## src/design/scd_pkg.sv

```systemverilog
`timescale 1ns / 1ps

package scd_pkg;

	localparam int LINE_CAPACITY_DEF = 128;
	localparam int ROM_SIZE = 58;

	typedef enum logic [2:0] {
		KIND_NONE     = 3'd0,
		KIND_CHAR     = 3'd1,
		KIND_LINE_END = 3'd2,
		KIND_BACKSP   = 3'd3,
		KIND_CLEAR    = 3'd4
	} scd_kind_t;

	typedef enum logic [2:0] {
		ROM_STD       = 3'd0,
		ROM_SHIFT     = 3'd1,
		ROM_CAPS      = 3'd2,
		ROM_CAPSSHIFT = 3'd3,
		ROM_CTRL      = 3'd4,
		ROM_ALT       = 3'd5
	} scd_rom_t;

	typedef struct packed {
		scd_kind_t  event_kind;
		logic [7:0] char_code;
		logic [7:0] position;
		logic [3:0] modifier_bits;
	} scd_result_t;

	typedef struct packed {
		logic [3:0] mods;
		logic [7:0] len;
	} scd_state_t;

	localparam logic [7:0] SC_CAPS       = 8'h3A;
	localparam logic [7:0] SC_LSHIFT     = 8'h2A;
	localparam logic [7:0] SC_RSHIFT     = 8'h36;
	localparam logic [7:0] SC_LSHIFT_REL = 8'hAA;
	localparam logic [7:0] SC_RSHIFT_REL = 8'hB6;
	localparam logic [7:0] SC_CTRL       = 8'h1D;
	localparam logic [7:0] SC_CTRL_REL   = 8'h9D;
	localparam logic [7:0] SC_ALT        = 8'h38;
	localparam logic [7:0] SC_ALT_REL    = 8'hB8;
	localparam logic [7:0] SC_ENTER      = 8'h1C;
	localparam logic [7:0] SC_BACKSPACE  = 8'h0E;
	localparam logic [7:0] SC_KEY_L      = 8'h26;
	localparam logic [7:0] SC_PRINT_LO   = 8'h02;
	localparam logic [7:0] SC_PRINT_HI   = 8'h39;

	localparam logic [3:0] MOD_SHIFT = 4'h1;
	localparam logic [3:0] MOD_CAPS  = 4'h2;
	localparam logic [3:0] MOD_CTRL  = 4'h4;
	localparam logic [3:0] MOD_ALT   = 4'h8;

	localparam logic [7:0] CH_NEWLINE = 8'h0A;

	localparam logic [7:0] KEYS_STD [ROM_SIZE] = '{
		8'h00, 8'h1B, 8'h31, 8'h32, 8'h33, 8'h34, 8'h35, 8'h36, 8'h37, 8'h38, 8'h39, 8'h30,
		8'h2D, 8'h3D, 8'h08, 8'h09,
		8'h71, 8'h77, 8'h65, 8'h72, 8'h74, 8'h79, 8'h75, 8'h69, 8'h6F, 8'h70, 8'h5B, 8'h5D,
		8'h0A, 8'h00,
		8'h61, 8'h73, 8'h64, 8'h66, 8'h67, 8'h68, 8'h6A, 8'h6B, 8'h6C, 8'h3B, 8'h27, 8'h60,
		8'h00,
		8'h5C, 8'h7A, 8'h78, 8'h63, 8'h76, 8'h62, 8'h6E, 8'h6D, 8'h2C, 8'h2E, 8'h2F, 8'h00,
		8'h2A, 8'h00, 8'h20
	};

	localparam logic [7:0] KEYS_SHIFT [ROM_SIZE] = '{
		8'h00, 8'h1B, 8'h21, 8'h40, 8'h23, 8'h24, 8'h25, 8'h5E, 8'h26, 8'h2A, 8'h28, 8'h29,
		8'h5F, 8'h2B, 8'h08, 8'h09,
		8'h51, 8'h57, 8'h45, 8'h52, 8'h54, 8'h59, 8'h55, 8'h49, 8'h4F, 8'h50, 8'h7B, 8'h7D,
		8'h0A, 8'h00,
		8'h41, 8'h53, 8'h44, 8'h46, 8'h47, 8'h48, 8'h4A, 8'h4B, 8'h4C, 8'h3A, 8'h22, 8'h7E,
		8'h00,
		8'h7C, 8'h5A, 8'h58, 8'h43, 8'h56, 8'h42, 8'h4E, 8'h4D, 8'h3C, 8'h3E, 8'h3F, 8'h00,
		8'h2A, 8'h00, 8'h20
	};

	localparam logic [7:0] KEYS_CAPS [ROM_SIZE] = '{
		8'h00, 8'h1B, 8'h31, 8'h32, 8'h33, 8'h34, 8'h35, 8'h36, 8'h37, 8'h38, 8'h39, 8'h30,
		8'h2D, 8'h3D, 8'h08, 8'h09,
		8'h51, 8'h57, 8'h45, 8'h52, 8'h54, 8'h59, 8'h55, 8'h49, 8'h4F, 8'h50, 8'h5B, 8'h5D,
		8'h0A, 8'h00,
		8'h41, 8'h53, 8'h44, 8'h46, 8'h47, 8'h48, 8'h4A, 8'h4B, 8'h4C, 8'h3B, 8'h27, 8'h60,
		8'h00,
		8'h5C, 8'h5A, 8'h58, 8'h43, 8'h56, 8'h42, 8'h4E, 8'h4D, 8'h2C, 8'h2E, 8'h2F, 8'h00,
		8'h2A, 8'h00, 8'h20
	};

	localparam logic [7:0] KEYS_CAPSSHIFT [ROM_SIZE] = '{
		8'h00, 8'h1B, 8'h21, 8'h40, 8'h23, 8'h24, 8'h25, 8'h5E, 8'h26, 8'h2A, 8'h28, 8'h29,
		8'h5F, 8'h2B, 8'h08, 8'h09,
		8'h71, 8'h77, 8'h65, 8'h72, 8'h74, 8'h79, 8'h75, 8'h69, 8'h6F, 8'h70, 8'h7B, 8'h7D,
		8'h0A, 8'h00,
		8'h61, 8'h73, 8'h64, 8'h66, 8'h67, 8'h68, 8'h6A, 8'h6B, 8'h6C, 8'h3A, 8'h22, 8'h7E,
		8'h00,
		8'h7C, 8'h7A, 8'h78, 8'h63, 8'h76, 8'h62, 8'h6E, 8'h6D, 8'h3C, 8'h3E, 8'h3F, 8'h00,
		8'h2A, 8'h00, 8'h20
	};

	localparam logic [7:0] KEYS_CTRL [ROM_SIZE] = '{
		8'h00, 8'h1B, 8'h21, 8'h40, 8'h23, 8'h24, 8'h25, 8'h1E, 8'h26, 8'h2A, 8'h28, 8'h29,
		8'h1F, 8'h2B, 8'h08, 8'h09,
		8'h11, 8'h17, 8'h05, 8'h12, 8'h14, 8'h19, 8'h15, 8'h09, 8'h0F, 8'h10, 8'h1B, 8'h1D,
		8'h0A, 8'h00,
		8'h01, 8'h13, 8'h04, 8'h06, 8'h07, 8'h08, 8'h0A, 8'h0B, 8'h0C, 8'h3A, 8'h22, 8'h7E,
		8'h00,
		8'h1C, 8'h1A, 8'h18, 8'h03, 8'h16, 8'h02, 8'h0E, 8'h0D, 8'h3C, 8'h3E, 8'h3F, 8'h00,
		8'h2A, 8'h00, 8'h20
	};

	localparam logic [7:0] KEYS_ALT [ROM_SIZE] = '{
		8'h00, 8'h1B, 8'h78, 8'h79, 8'h7A, 8'h7B, 8'h7C, 8'h7D, 8'h7E, 8'h7F, 8'h80, 8'h81,
		8'h82, 8'h83, 8'h0E, 8'hA5,
		8'h10, 8'h11, 8'h12, 8'h13, 8'h14, 8'h15, 8'h16, 8'h17, 8'h18, 8'h19, 8'h1A, 8'h1B,
		8'h1C, 8'h00,
		8'h1E, 8'h1F, 8'h20, 8'h21, 8'h22, 8'h23, 8'h24, 8'h25, 8'h26, 8'h27, 8'h28, 8'h29,
		8'h00,
		8'h2B, 8'h2C, 8'h2D, 8'h2E, 8'h2F, 8'h30, 8'h31, 8'h32, 8'h33, 8'h34, 8'h35, 8'h00,
		8'h2A, 8'h00, 8'h20
	};

	function automatic logic [7:0] key_lookup(scd_rom_t sel, logic [5:0] idx);
		logic [7:0] ch;
		ch = 8'h00;
		case (sel)
			ROM_STD:       ch = KEYS_STD[idx];
			ROM_SHIFT:     ch = KEYS_SHIFT[idx];
			ROM_CAPS:      ch = KEYS_CAPS[idx];
			ROM_CAPSSHIFT: ch = KEYS_CAPSSHIFT[idx];
			ROM_CTRL:      ch = KEYS_CTRL[idx];
			ROM_ALT:       ch = KEYS_ALT[idx];
			default:       ch = 8'h00;
		endcase
		return ch;
	endfunction

endpackage

```

## src/design/scd_decode.sv

```systemverilog
`timescale 1ns / 1ps

module scd_decode #(
	parameter int LINE_CAPACITY = scd_pkg::LINE_CAPACITY_DEF
) (
	input  logic [7:0]          code,
	input  scd_pkg::scd_state_t cur,
	output scd_pkg::scd_state_t nxt,
	output scd_pkg::scd_result_t res
);
	import scd_pkg::*;

	localparam logic [7:0] CAP = 8'(LINE_CAPACITY);

	logic      full;
	logic      rom_ok;
	scd_rom_t  rom_sel;
	logic [7:0] len_inc;

	assign full    = (cur.len >= CAP);
	assign len_inc = cur.len + 8'd1;

	always_comb begin
		rom_ok  = 1'b1;
		rom_sel = ROM_STD;
		case (cur.mods)
			4'h0:    rom_sel = ROM_STD;
			4'h1:    rom_sel = ROM_SHIFT;
			4'h2:    rom_sel = ROM_CAPS;
			4'h3:    rom_sel = ROM_CAPSSHIFT;
			4'h4:    rom_sel = ROM_CTRL;
			4'h8:    rom_sel = ROM_ALT;
			default: rom_ok = 1'b0;
		endcase
	end

	always_comb begin
		nxt        = cur;
		res.event_kind = KIND_NONE;
		res.char_code  = 8'h00;
		res.position   = 8'h00;
		if (!(full && code != SC_BACKSPACE)) begin
			case (code)
				SC_CAPS:                      nxt.mods = cur.mods ^ MOD_CAPS;
				SC_LSHIFT, SC_RSHIFT:         nxt.mods = cur.mods | MOD_SHIFT;
				SC_LSHIFT_REL, SC_RSHIFT_REL: nxt.mods = cur.mods & ~MOD_SHIFT;
				SC_CTRL:                      nxt.mods = cur.mods | MOD_CTRL;
				SC_CTRL_REL:                  nxt.mods = cur.mods & ~MOD_CTRL;
				SC_ALT:                       nxt.mods = cur.mods | MOD_ALT;
				SC_ALT_REL:                   nxt.mods = cur.mods & ~MOD_ALT;
				SC_ENTER: begin
					res.event_kind = KIND_LINE_END;
					res.char_code  = CH_NEWLINE;
					res.position   = cur.len;
					nxt.len        = 8'h00;
				end
				SC_BACKSPACE: begin
					if (cur.len != 8'h00) begin
						nxt.len        = cur.len - 8'd1;
						res.event_kind = KIND_BACKSP;
						res.position   = cur.len - 8'd1;
					end
				end
				default: begin
					if (code >= SC_PRINT_LO && code <= SC_PRINT_HI && rom_ok) begin
						res.event_kind = KIND_CHAR;
						res.char_code  = key_lookup(rom_sel, code[5:0]);
						res.position   = cur.len;
						nxt.len        = len_inc;
					end
					// ctrl-l clears after any append
					if ((cur.mods & MOD_CTRL) != 4'h0 && code == SC_KEY_L) begin
						res.event_kind = KIND_CLEAR;
						res.char_code  = 8'h00;
						res.position   = nxt.len;
						nxt.len        = 8'h00;
					end
				end
			endcase
		end
		res.modifier_bits = nxt.mods;
	end

endmodule

```

## src/design/scancode_line_decoder_core.sv

```systemverilog
`timescale 1ns / 1ps
// set-1 scancode line decoder
// input channel: in_valid / in_ready carry one raw scancode byte (scan_code) per
//   transaction; bit 7 set marks a key release
// output channel: out_valid / out_ready carry exactly one event per input
//   transaction: event_kind, char_code, position and modifier_bits
// an accepted transaction passes through the input register, then the result
//   register, before it shows on the output
// throughput: one transaction per cycle while out_ready is high; the decode, key
//   table lookup and modifier / line length update sit between the two registers
// when the receiver stalls, the result register holds its event and the input
//   register still takes one more transaction; in_ready drops only when both are
//   full and out_ready is low
// reset (arst_n low) empties both registers, clears the modifier set and sets the
//   line length to zero; the block can accept a transaction once arst_n rises
// LINE_CAPACITY sets the line length at which all codes but backspace are ignored
module scancode_line_decoder_core #(
	parameter int LINE_CAPACITY = scd_pkg::LINE_CAPACITY_DEF
) (
	input  logic       clk,
	input  logic       arst_n,
	input  logic       in_valid,
	output logic       in_ready,
	input  logic [7:0] scan_code,
	output logic       out_valid,
	input  logic       out_ready,
	output logic [2:0] event_kind,
	output logic [7:0] char_code,
	output logic [7:0] position,
	output logic [3:0] modifier_bits
);
	import scd_pkg::*;

	logic        valid_s1;
	logic [7:0]  code_s1;
	logic        out_valid_q;
	scd_result_t out_q;
	scd_state_t  state_q;
	scd_state_t  state_nxt;
	scd_result_t res;
	logic        advance;

	assign advance  = valid_s1 && (!out_valid_q || out_ready);
	assign in_ready = !valid_s1 || advance;

	scd_decode #(
		.LINE_CAPACITY(LINE_CAPACITY)
	) u_decode (
		.code(code_s1),
		.cur (state_q),
		.nxt (state_nxt),
		.res (res)
	);

	always_ff @(posedge clk or negedge arst_n) begin
		if (!arst_n) begin
			valid_s1    <= 1'b0;
			out_valid_q <= 1'b0;
			state_q     <= '0;
		end else begin
			if (in_ready) begin
				valid_s1 <= in_valid;
			end
			if (advance) begin
				out_valid_q <= 1'b1;
				state_q     <= state_nxt;
			end else if (out_ready) begin
				out_valid_q <= 1'b0;
			end
		end
	end

	always_ff @(posedge clk) begin
		if (in_valid && in_ready) begin
			code_s1 <= scan_code;
		end
		if (advance) begin
			out_q <= res;
		end
	end

	assign out_valid     = out_valid_q;
	assign event_kind    = out_q.event_kind;
	assign char_code     = out_q.char_code;
	assign position      = out_q.position;
	assign modifier_bits = out_q.modifier_bits;

endmodule

```

## config.mk

```make
export PLATFORM = sky130hd
export DESIGN_NAME = scancode_line_decoder_core
export DESIGN_NICKNAME = d
export VERILOG_FILES = /design/src/design/scd_pkg.sv /design/src/design/scd_decode.sv /design/src/design/scancode_line_decoder_core.sv
export SDC_FILE = /design/constraint.sdc
export NUM_CORES = 1
export LEC_CHECK = 0
export ABC_AREA = 1
export BUFFER_PORTS_ARGS = -buffer_cell sky130_fd_sc_hd__buf_4
export CAP_MARGIN = 20
export CORE_MARGIN = 5
export CORE_UTILIZATION = 35
export DETAILED_ROUTE_END_ITERATION = 16
export PLACE_DENSITY = 0.6
export SLEW_MARGIN = 0
export SYNTH_ARGS = -nofsm -noshare
export SYNTH_HDL_FRONTEND = slang
export SYNTH_SLANG_ARGS = --single-unit
```

## constraint.sdc

```tcl
create_clock -name clk -period 7.72 [get_ports clk]
set_input_delay 1.544 -clock clk [delete_from_list [all_inputs] [get_ports clk]]
set_output_delay 1.544 -clock clk [all_outputs]
set_load 0.01 [all_outputs]
```

# --- Yosys cells after proc, flatten, opt, wreduce, memory -nomap -nowiden ---
# Memory sizes are Yosys's and may differ from the RTL's.
# Index checks and enable logic that the tools add are counted.
word_totals:
  inputBits: 12
  romBits: 3072
  ff_bits: 45
  n_memories: 6
  wordCells: 99
mem_list:
  columns: ["name", "words", "word_bits", "rd", "rd_ports_with_merged_regs", "wr", "line_no", "source"]
  rows:
  - ["(name not given)", 64, 8, 1, 0, 0, "scd_pkg.sv:131", "ROM_CAPS: ch = KEYS_CAPS[idx];"]
  - ["(name not given)", 64, 8, 1, 0, 0, "scd_pkg.sv:133", "ROM_CTRL: ch = KEYS_CTRL[idx];"]
  - ["(name not given)", 64, 8, 1, 0, 0, "scd_pkg.sv:129", "ROM_STD: ch = KEYS_STD[idx];"]
  - ["(name not given)", 64, 8, 1, 0, 0, "scd_pkg.sv:130", "ROM_SHIFT: ch = KEYS_SHIFT[idx];"]
  - ["(name not given)", 64, 8, 1, 0, 0, "scd_pkg.sv:134", "ROM_ALT: ch = KEYS_ALT[idx];"]
  - ["(name not given)", 64, 8, 1, 0, 0, "scd_pkg.sv:132", "ROM_CAPSSHIFT: ch = KEYS_CAPSSHIFT[idx];"]
op_classes:
  n_lt_le_gt_ge: 4
  eq_ne: 24
  n_reduce_logical: 20
  addsub: 2
  n_mux: 30
  bitwise: 4
op_table:
  columns: ["cell", "n"]
  rows:
  - ["8-bit two-way mux", 16]
  - ["8-bit case mux with 3 select lines", 2]
  - ["8-bit case mux with 6 select lines", 1]
  - ["8-bit by 6-bit equality test with 1-bit output (second input constant)", 5]
  - ["8-bit equality test (second input constant)", 4]
  - ["4-bit case mux with 7 select lines", 1]
  - ["19-bit two-way mux", 1]
  - ["17-bit two-way mux", 1]
  - ["8-bit by 5-bit equality test with 1-bit output (second input constant)", 2]
  - ["8-bit case mux with 2 select lines", 1]
  - ["3-bit case mux with 5 select lines", 1]
  - ["12-bit two-way mux", 1]
  - ["10-bit OR reduction", 1]
  - ["3-bit case mux with 3 select lines", 1]
  - ["9-bit OR reduction", 1]
  - ["8-bit by 1-bit adder with 8-bit output (second input constant)", 1]
  - ["4-bit by 2-bit equality test with 1-bit output (second input constant)", 2]
  - ["8-bit by 4-bit equality test with 1-bit output (second input constant)", 1]
  - ["8-bit by 2-bit >= comparator with 1-bit output (second input constant)", 1]
  - ["8-bit >= comparator (second input constant)", 1]
  - ["8-bit by 6-bit less-or-equal comparator with 1-bit output (second input constant)", 1]
  - ["8-bit by 4-bit inequality test with 1-bit output (second input constant)", 1]
  - ["8-bit nonzero test", 1]
  - ["8-bit by 1-bit subtractor with 8-bit output (second input constant)", 1]
  - ["other kinds (21)", 35]

# --- Depth between registers and ports, before layout ---
# Gate-level depths: netlist (run 1).
depth:
  depth_word: 8
  ltp_mapped: 15
  depth_no_buf: 14

# --- Hierarchy ---
# Synthesis (run 1) repeated with hierarchy kept, for this count alone.
unflattened:
  cells_unflattened: 714
  area_unflattened_um2: 4520.6
by_module_without_submodules:
  columns: ["module", "n_inst", "area_per_inst_um2", "cells_per_inst"]
  rows:
  - ["scd_decode", 1, 3022.9, 621]
  - ["scancode_line_decoder_core", 1, 1497.7, 93]

# --- Worst setup path before layout (run 1) ---
# Ideal clock, no wire load.
synth_path:
  kind: "input to output"
  start: "in out_ready"
  end: "out in_ready"
  cell_stages: 2
  t_arrival_ps: 1728
  n_path_buf: 0
  path_slack_ps: 4448
  cell_sequence: "inv_1 > nand3_1"
synth_between:
  elab_chain_len: 3
synth_rtl:
  columns: ["element", "line_no", "source"]
  rows:
  - ["start: declaration", "scancode_line_decoder_core.sv:26", "input logic out_ready,"]
  - ["1-bit logical OR", "scancode_line_decoder_core.sv:43", "assign advance = valid_s1 && (!out_valid_q || out_ready);"]
  - ["1-bit logical AND", "scancode_line_decoder_core.sv:43", null]
  - ["1-bit logical OR", "scancode_line_decoder_core.sv:44", "assign in_ready = !valid_s1 || advance;"]
  - ["end: declaration", "scancode_line_decoder_core.sv:23", "output logic in_ready,"]
# Every way passes these cells.

# --- Worst setup path in the final report (run 1) ---
# Ends and elaborated chain as after synthesis.

==> flow_summary.toml, run 1 <==
[worst_setup_path]
critical_path_required_ps = 6180
worstPathArrival_ps = 1990
max_stage_delay_ps = 170
crit_fanout = 3
reg2reg_setup_slack_ps = 4570
cp-end-kind = "output port"
cp-start-kind = "input pin"
critical_path_buf_inv_count = 3
r2r_end = "position[0]"
criticalPathCategory = "in2out"
cp.depth = 4
worst_path_max_delay_cell = "buf_4"
cp_common_cell = "buf_4"
rr_startpoint = "code_s1[1]"
path_cells = "buf_4, inv_1, nand3_1, buf_4"
path_delay_family = "buffers and inverters"
reg2regPathDepth = 13

[layout]
final_area_mm2 = 0.004967
drive_gt1_share_pct = 10.44
final_nets = 775
syn2layout_area_growth_pct = 12.62
n_fill_cell = 1330
diodes = 0

[global_route]
gr-usage-all-layers_pct = 20.57
antenna_found_initial = 0
grt_overflow = 0
grt_pass1_wl_um = 24030
grt_max_degree = 31
grt_pass1_vias = 4542

[yosys]
synthCells = 721
ys_seq_area_share_pct = 29.05
yosys.area_share.simple_pct = 46.84
synth_cell_type_count = 35
syn_area_mm2 = 0.004410
synth-xor-area-share_pct = 1.390
syn-num-nets = 750
ys_ff_latch = 45
synth.avg_cell_area_um2 = 6.117
synth_top_family_by_area = "simple AND/OR/NAND/NOR gates"
yosys.area_share.adder_pct = 4.823
synthMuxAreaShare_pct = 0
synth-compound-area-share_pct = 9.078
yosys_warnings = 0

[clock_tree]
post_cts_buffers = 0
cts_tree = "yes"
clockBufferDepth = 2
postCtsHoldBufs = 0
cts_made_buffers = 5
cts-htree-levels = 2
cts-root-buf = "clkbuf_16"
cts.sinks = 45
clk_pin_slew_ps = 60
clk_latency_ps = 290
cts_resized = 0

[drt]
avgRoutedWirePerCell_um = 16.31
vias = 4912
drtIter0Drc = 565
firstDrtPassIters = 5
wirelength_um = 14990
route.detailed.drc = 0
via_per_inst = 5.345
drt.antenna.violating_nets = 0

[place]
placed_cell_area_mm2 = 0.004807
io_buffers = 36
dp_hpwl_um = 11360
gp_congestion = 1.005

[floorplanning]
initial_core_util_pct = 35.38
rows = 41
dieHeight_um = 122.3
num_io_pins = 37
chipWidth_um = 122.3
die_area_mm2 = 0.01495
core_mm2 = 0.01247

[timing]
setup_viol = 0
min_period_over_period_pct = 45.73
fin_skew_ps = 4.908
fin_crit_ps = 3530
fin_tns_setup_ps = 0
maxSlewViolCount = 0
rsz0062_at_grt = "false"
max_freq_mhz = 283.3
final-hold-violation-count = 0
worst_pin_slew_ps = 1003
max_slew_margin_pct = 33.15

[hold_path]
min_from = "out_valid"
hold_depth = 2
min_to = "out_valid"
hp-class = "reg2reg"

[pwr]
vdd_drop_max_mv = 0.1818
p_per_area_mw_per_mm2 = 251.0
p_leak_nw = 2.551

[status]
outcome = "complete, no violations"

[run]
cap_viol_max_count = 0
final cells by class:
class	count	area (um2)	area share (%)
timing repair buffer	39	305.3	6.146
clock buffer	7	132.6	2.670
sequential	45	1281	25.79
inverter	76	285.3	5.743
clock inverter	1	7.507	0.1511
tap	172	215.2	4.332
multi-input combinational	579	2740	55.16
flip-flops by register name, summed over array words and instances (netlist names):
register       flops
state_q           12
char_code          8
code_s1            8
position           8
modifier_bits      4
event_kind         3
out_valid          1
valid_s1           1
worst max path at each step:
stage              start    endpoint  slack (ps)
2_1_floorplan  out_ready    in_ready        4450
3_3_place_gp   out_ready    in_ready        4200
3_5_place_dp   out_ready  state_q[0]        4090
4_1_cts        out_ready    in_ready        4180
5_1_grt        out_ready    in_ready        4130
6_report       out_ready    in_ready        4190
power breakdown:
group	internal (mW)	switching (mW)	total, mW
combinational	0.203	0.441	0.644
sequential	0.322	0.0749	0.397
clock	0.120	0.0859	0.206
total	0.645	0.602	1.25
layout by cell type, fill, tap and decap left out, drive strengths merged, types with 2 or more instances in the layout:
| cell | instances |
|---|---|
| nand4 | 18 |
| dfrtp | 14 |
| or2 | 2 |
| edfxtp | 31 |
| a21oi | 22 |
| clkbuf | 7 |
| nor2 | 99 |
| nand2 | 281 |
| buf | 39 |
| o2111ai | 2 |
| ha | 17 |
| a22oi | 3 |
| nand3 | 80 |
| nor3 | 3 |
| o211ai | 2 |
| clkinv | 4 |
| inv | 72 |
| o21ai | 38 |
| xor2 | 6 |
| o22ai | 3 |
synthesized netlist by cell type (all sizes together):
| cell type | instances | area [um2] |
|---|---|---|
| nand2 | 281 | 1072 |
| nor2 | 99 | 407.9 |
| nand3 | 80 | 427.9 |
| inv | 72 | 270.3 |
| o21ai | 38 | 201.5 |
| edfxtp | 31 | 930.9 |
| a21oi | 22 | 110.1 |
| nand4 | 18 | 118.9 |
| ha | 17 | 212.7 |
| dfrtp | 14 | 350.3 |
| buf | 12 | 70.07 |
| clkbuf | 9 | 33.78 |
| xor2 | 6 | 52.55 |
| clkinv | 4 | 15.01 |
| a22oi | 3 | 22.52 |
| nor3 | 3 | 26.28 |
| o22ai | 3 | 18.77 |
| o2111ai | 2 | 17.52 |
| o211ai | 2 | 15.01 |
| or2 | 2 | 12.51 |
| a211oi | 1 | 7.510 |
| o21a | 1 | 7.510 |
| xnor2 | 1 | 8.760 |
cell families after synthesis:
family          count (synthesis)
buf+inv                        97
xor+xnor                        7
fa+ha+maj                      17
compound gates                 72
simple gates                  483
flops                          45
worst reg2reg max path, stage by stage (launching register included):
cell and delay (ps):
edfxtp_1 770, inv_1 400, ha_1 340, nand2_1 150
nand2_1 100, clkinv_1 100, nand3_2 150, nand3_4 200
inv_1 110, ha_1 310, nand2_1 60, nand2_1 80
nand2_1 50, a21oi_1 170
stage by stage:
step | hold WS (ps) | total power [mW] | std cells | setup WS [ps] | utilization [%]
6_report | 539.1 | 1.247 | 919 | 4190 | 39.85
5_1_grt | 592.8 | 1.351 | 919 | 4131 | 39.85
4_1_cts | 550.6 | 1.236 | 918 | 4178 | 39.69
3_5_place_dp | 525.5 | 1.025 | 910 | 4090 | 38.56
3_3_place_gp | 521.5 | 1.023 | 910 | 4201 | 38.56
2_1_floorplan | 507.3 | 0.8163 | 721 | 4448 | -
routing by layer:
metal	global-route usage [%]	up-vias	share of wire [%]
met3	4.286	38	9.2
met4	8.118	0	3.1
met5	0	-	0
met1	29.77	2216	45
met2	29.89	272	43
li1	-	2386	-
Note: power is estimated with default switching activity, not from simulation.
==> inputs of run 2 (changes only) <==
Clock period 7.72 ns to 3.6 ns, I/O delays scaled along.
==> run 2 against run 1 <==
Effect of this change: non-clock buffer count is 5 higher; die area stayed put; critical path depth is 9 higher; register-to-register slack worse by 3800 ps; utilization is 0.20 points higher; combinational power is 110% higher; clock power is 110% higher; clock skew is 1.7 ps lower; global-route usage hardly changed; design area is 0.50% higher; worst hold slack worse by 260 ps; sequential share of layout area is 0.13 points lower.
==> flow_summary.toml, run 2 (same netlist as run 1, synthesis figures left out) <==
[drt]
via_per_inst = 5.196
drt.antenna.violating_nets = 0
wirelength_um = 14930
avgRoutedWirePerCell_um = 16.15
drtIter0Drc = 430
vias = 4801
firstDrtPassIters = 5
route.detailed.drc = 0

[layout]
max_flop_register = "state_q"
final_area_mm2 = 0.004992
diodes = 0
syn2layout_area_growth_pct = 13.19
final_common_cell = "nand2_1"
final_util_pct = 40.05
final_cell_mix = "nand2_1 (274), nor2_1 (92), nand3_1 (76)"
final_nets = 780
drive_gt1_share_pct = 11.04
largest_reg_flops = 12

[clock_tree]
post_cts_buffers = 0
cts-root-buf = "clkbuf_16"
clk_pin_slew_ps = 60
cts-htree-levels = 2
postCtsHoldBufs = 0
cts_tree = "yes"
cts_made_buffers = 5
cts.sinks = 45
clockBufferDepth = 2
clk_latency_ps = 290
cts_resized = 0

[worst_setup_path]
critical_path_required_ps = 3650
criticalPathCategory = "reg2reg"
cp-end-kind = "flop"
worstPathArrival_ps = 2840
reg2regPathDepth = 13
cp-start-kind = "flop"
crit_fanout = 15

[place]
io_buffers = 36
gp_congestion = 1.059
placed_cell_area_mm2 = 0.004852
dp_hpwl_um = 11760

[global_route]
grt_pass1_wl_um = 23890
gr-usage-all-layers_pct = 20.56
busiest_layer = "met2"
grt_pass1_vias = 4602
grt_overflow = 0
grt_use_met3_pct = 5.576
met2_usage_pct = 30.26
grt_max_degree = 31
met1_usage_pct = 28.23
antenna_found_initial = 0

[timing]
max_freq_mhz = 357.2
max_slew_margin_pct = 50.11
fin_skew_ps = 3.188
rsz0062_at_grt = "false"
worst_pin_slew_ps = 743.7
setup_viol = 0
final-hold-violation-count = 0
min_period_over_period_pct = 77.77
fin_tns_setup_ps = 0
maxSlewViolCount = 0
fin_crit_ps = 2800

[hold_path]
hp-class = "in2async"

[floorplanning]
rows = 41
core_mm2 = 0.01247
num_io_pins = 37
chipWidth_um = 122.3
dieHeight_um = 122.3
initial_core_util_pct = 35.38
die_area_mm2 = 0.01495

[status]
outcome = "complete, no violations"

[pwr]
power_mw = 2.661
p_per_area_mw_per_mm2 = 533.1
p_leak_nw = 2.571
vdd_drop_max_mv = 0.3827

[run]
cap_viol_max_count = 0
run 2: changes by cell type in the layout (fill, tap and decap cells not counted), sizes merged:
cell  previous run  this run
buf             39        44
run 2: final timing paths:
path,slack (ps),end,from
worst max-delay path,800,position[0],code_s1[1]
worst min-delay path,280,state_q[9],arst_n
worst max register to register,800,position[0],code_s1[1]
worst min register to register,550,out_valid,out_valid
max in group asynchronous,3140,state_q[7],arst_n
min in group clk,550,out_valid,out_valid
run 2: per-layer routing:
metal | share of wire, % | wire, um | vias to the layer above
met5 | 0 | 0 | -
met4 | 3.9 | 583 | 0
met3 | 8.2 | 1230 | 46
met2 | 43 | 6390 | 217
met1 | 45 | 6720 | 2148
li1 | - | - | 2390
run 2: worst max-delay path, stage by stage (launching register included):
cell and delay [ps]:
edfxtp_1 670, inv_1 320, ha_1 300, nand2_1 110, nand2_1 90, clkinv_1 100, nand3_2 140, nand3_4 190
inv_1 100, ha_1 300, nand2_1 70, nand2_1 40, nand2_1 60, a21oi_1 50
run 2: cell type report:
cell class                      count  area, um2
Multi-Input combinational cell    579       2740
Clock buffer                        7      132.6
Inverter                           76      285.3
Tap cell                          172      215.2
Sequential cell                    45       1281
Fill cell                        1371       7473
Timing Repair Buffer               44      330.3
Clock inverter                      1      7.507
run 2: per-stage QoR:
step | hold WS, ps | instances | setup slack (ps)
after floorplan | 424.4 | 721 | 1145
after global placement | 519.5 | 916 | 965.4
after detailed placement | 527.3 | 916 | 849.1
after CTS | 274.3 | 924 | 840.5
after global routing | 277.8 | 924 | 542.0
final | 275.3 | 924 | 800.5
run 2: report_power, final:
part	internal [mW]	switching [mW]	total, mW
Sequential	0.691	0.157	0.848
Clock	0.258	0.185	0.442
Combinational	0.440	0.931	1.37
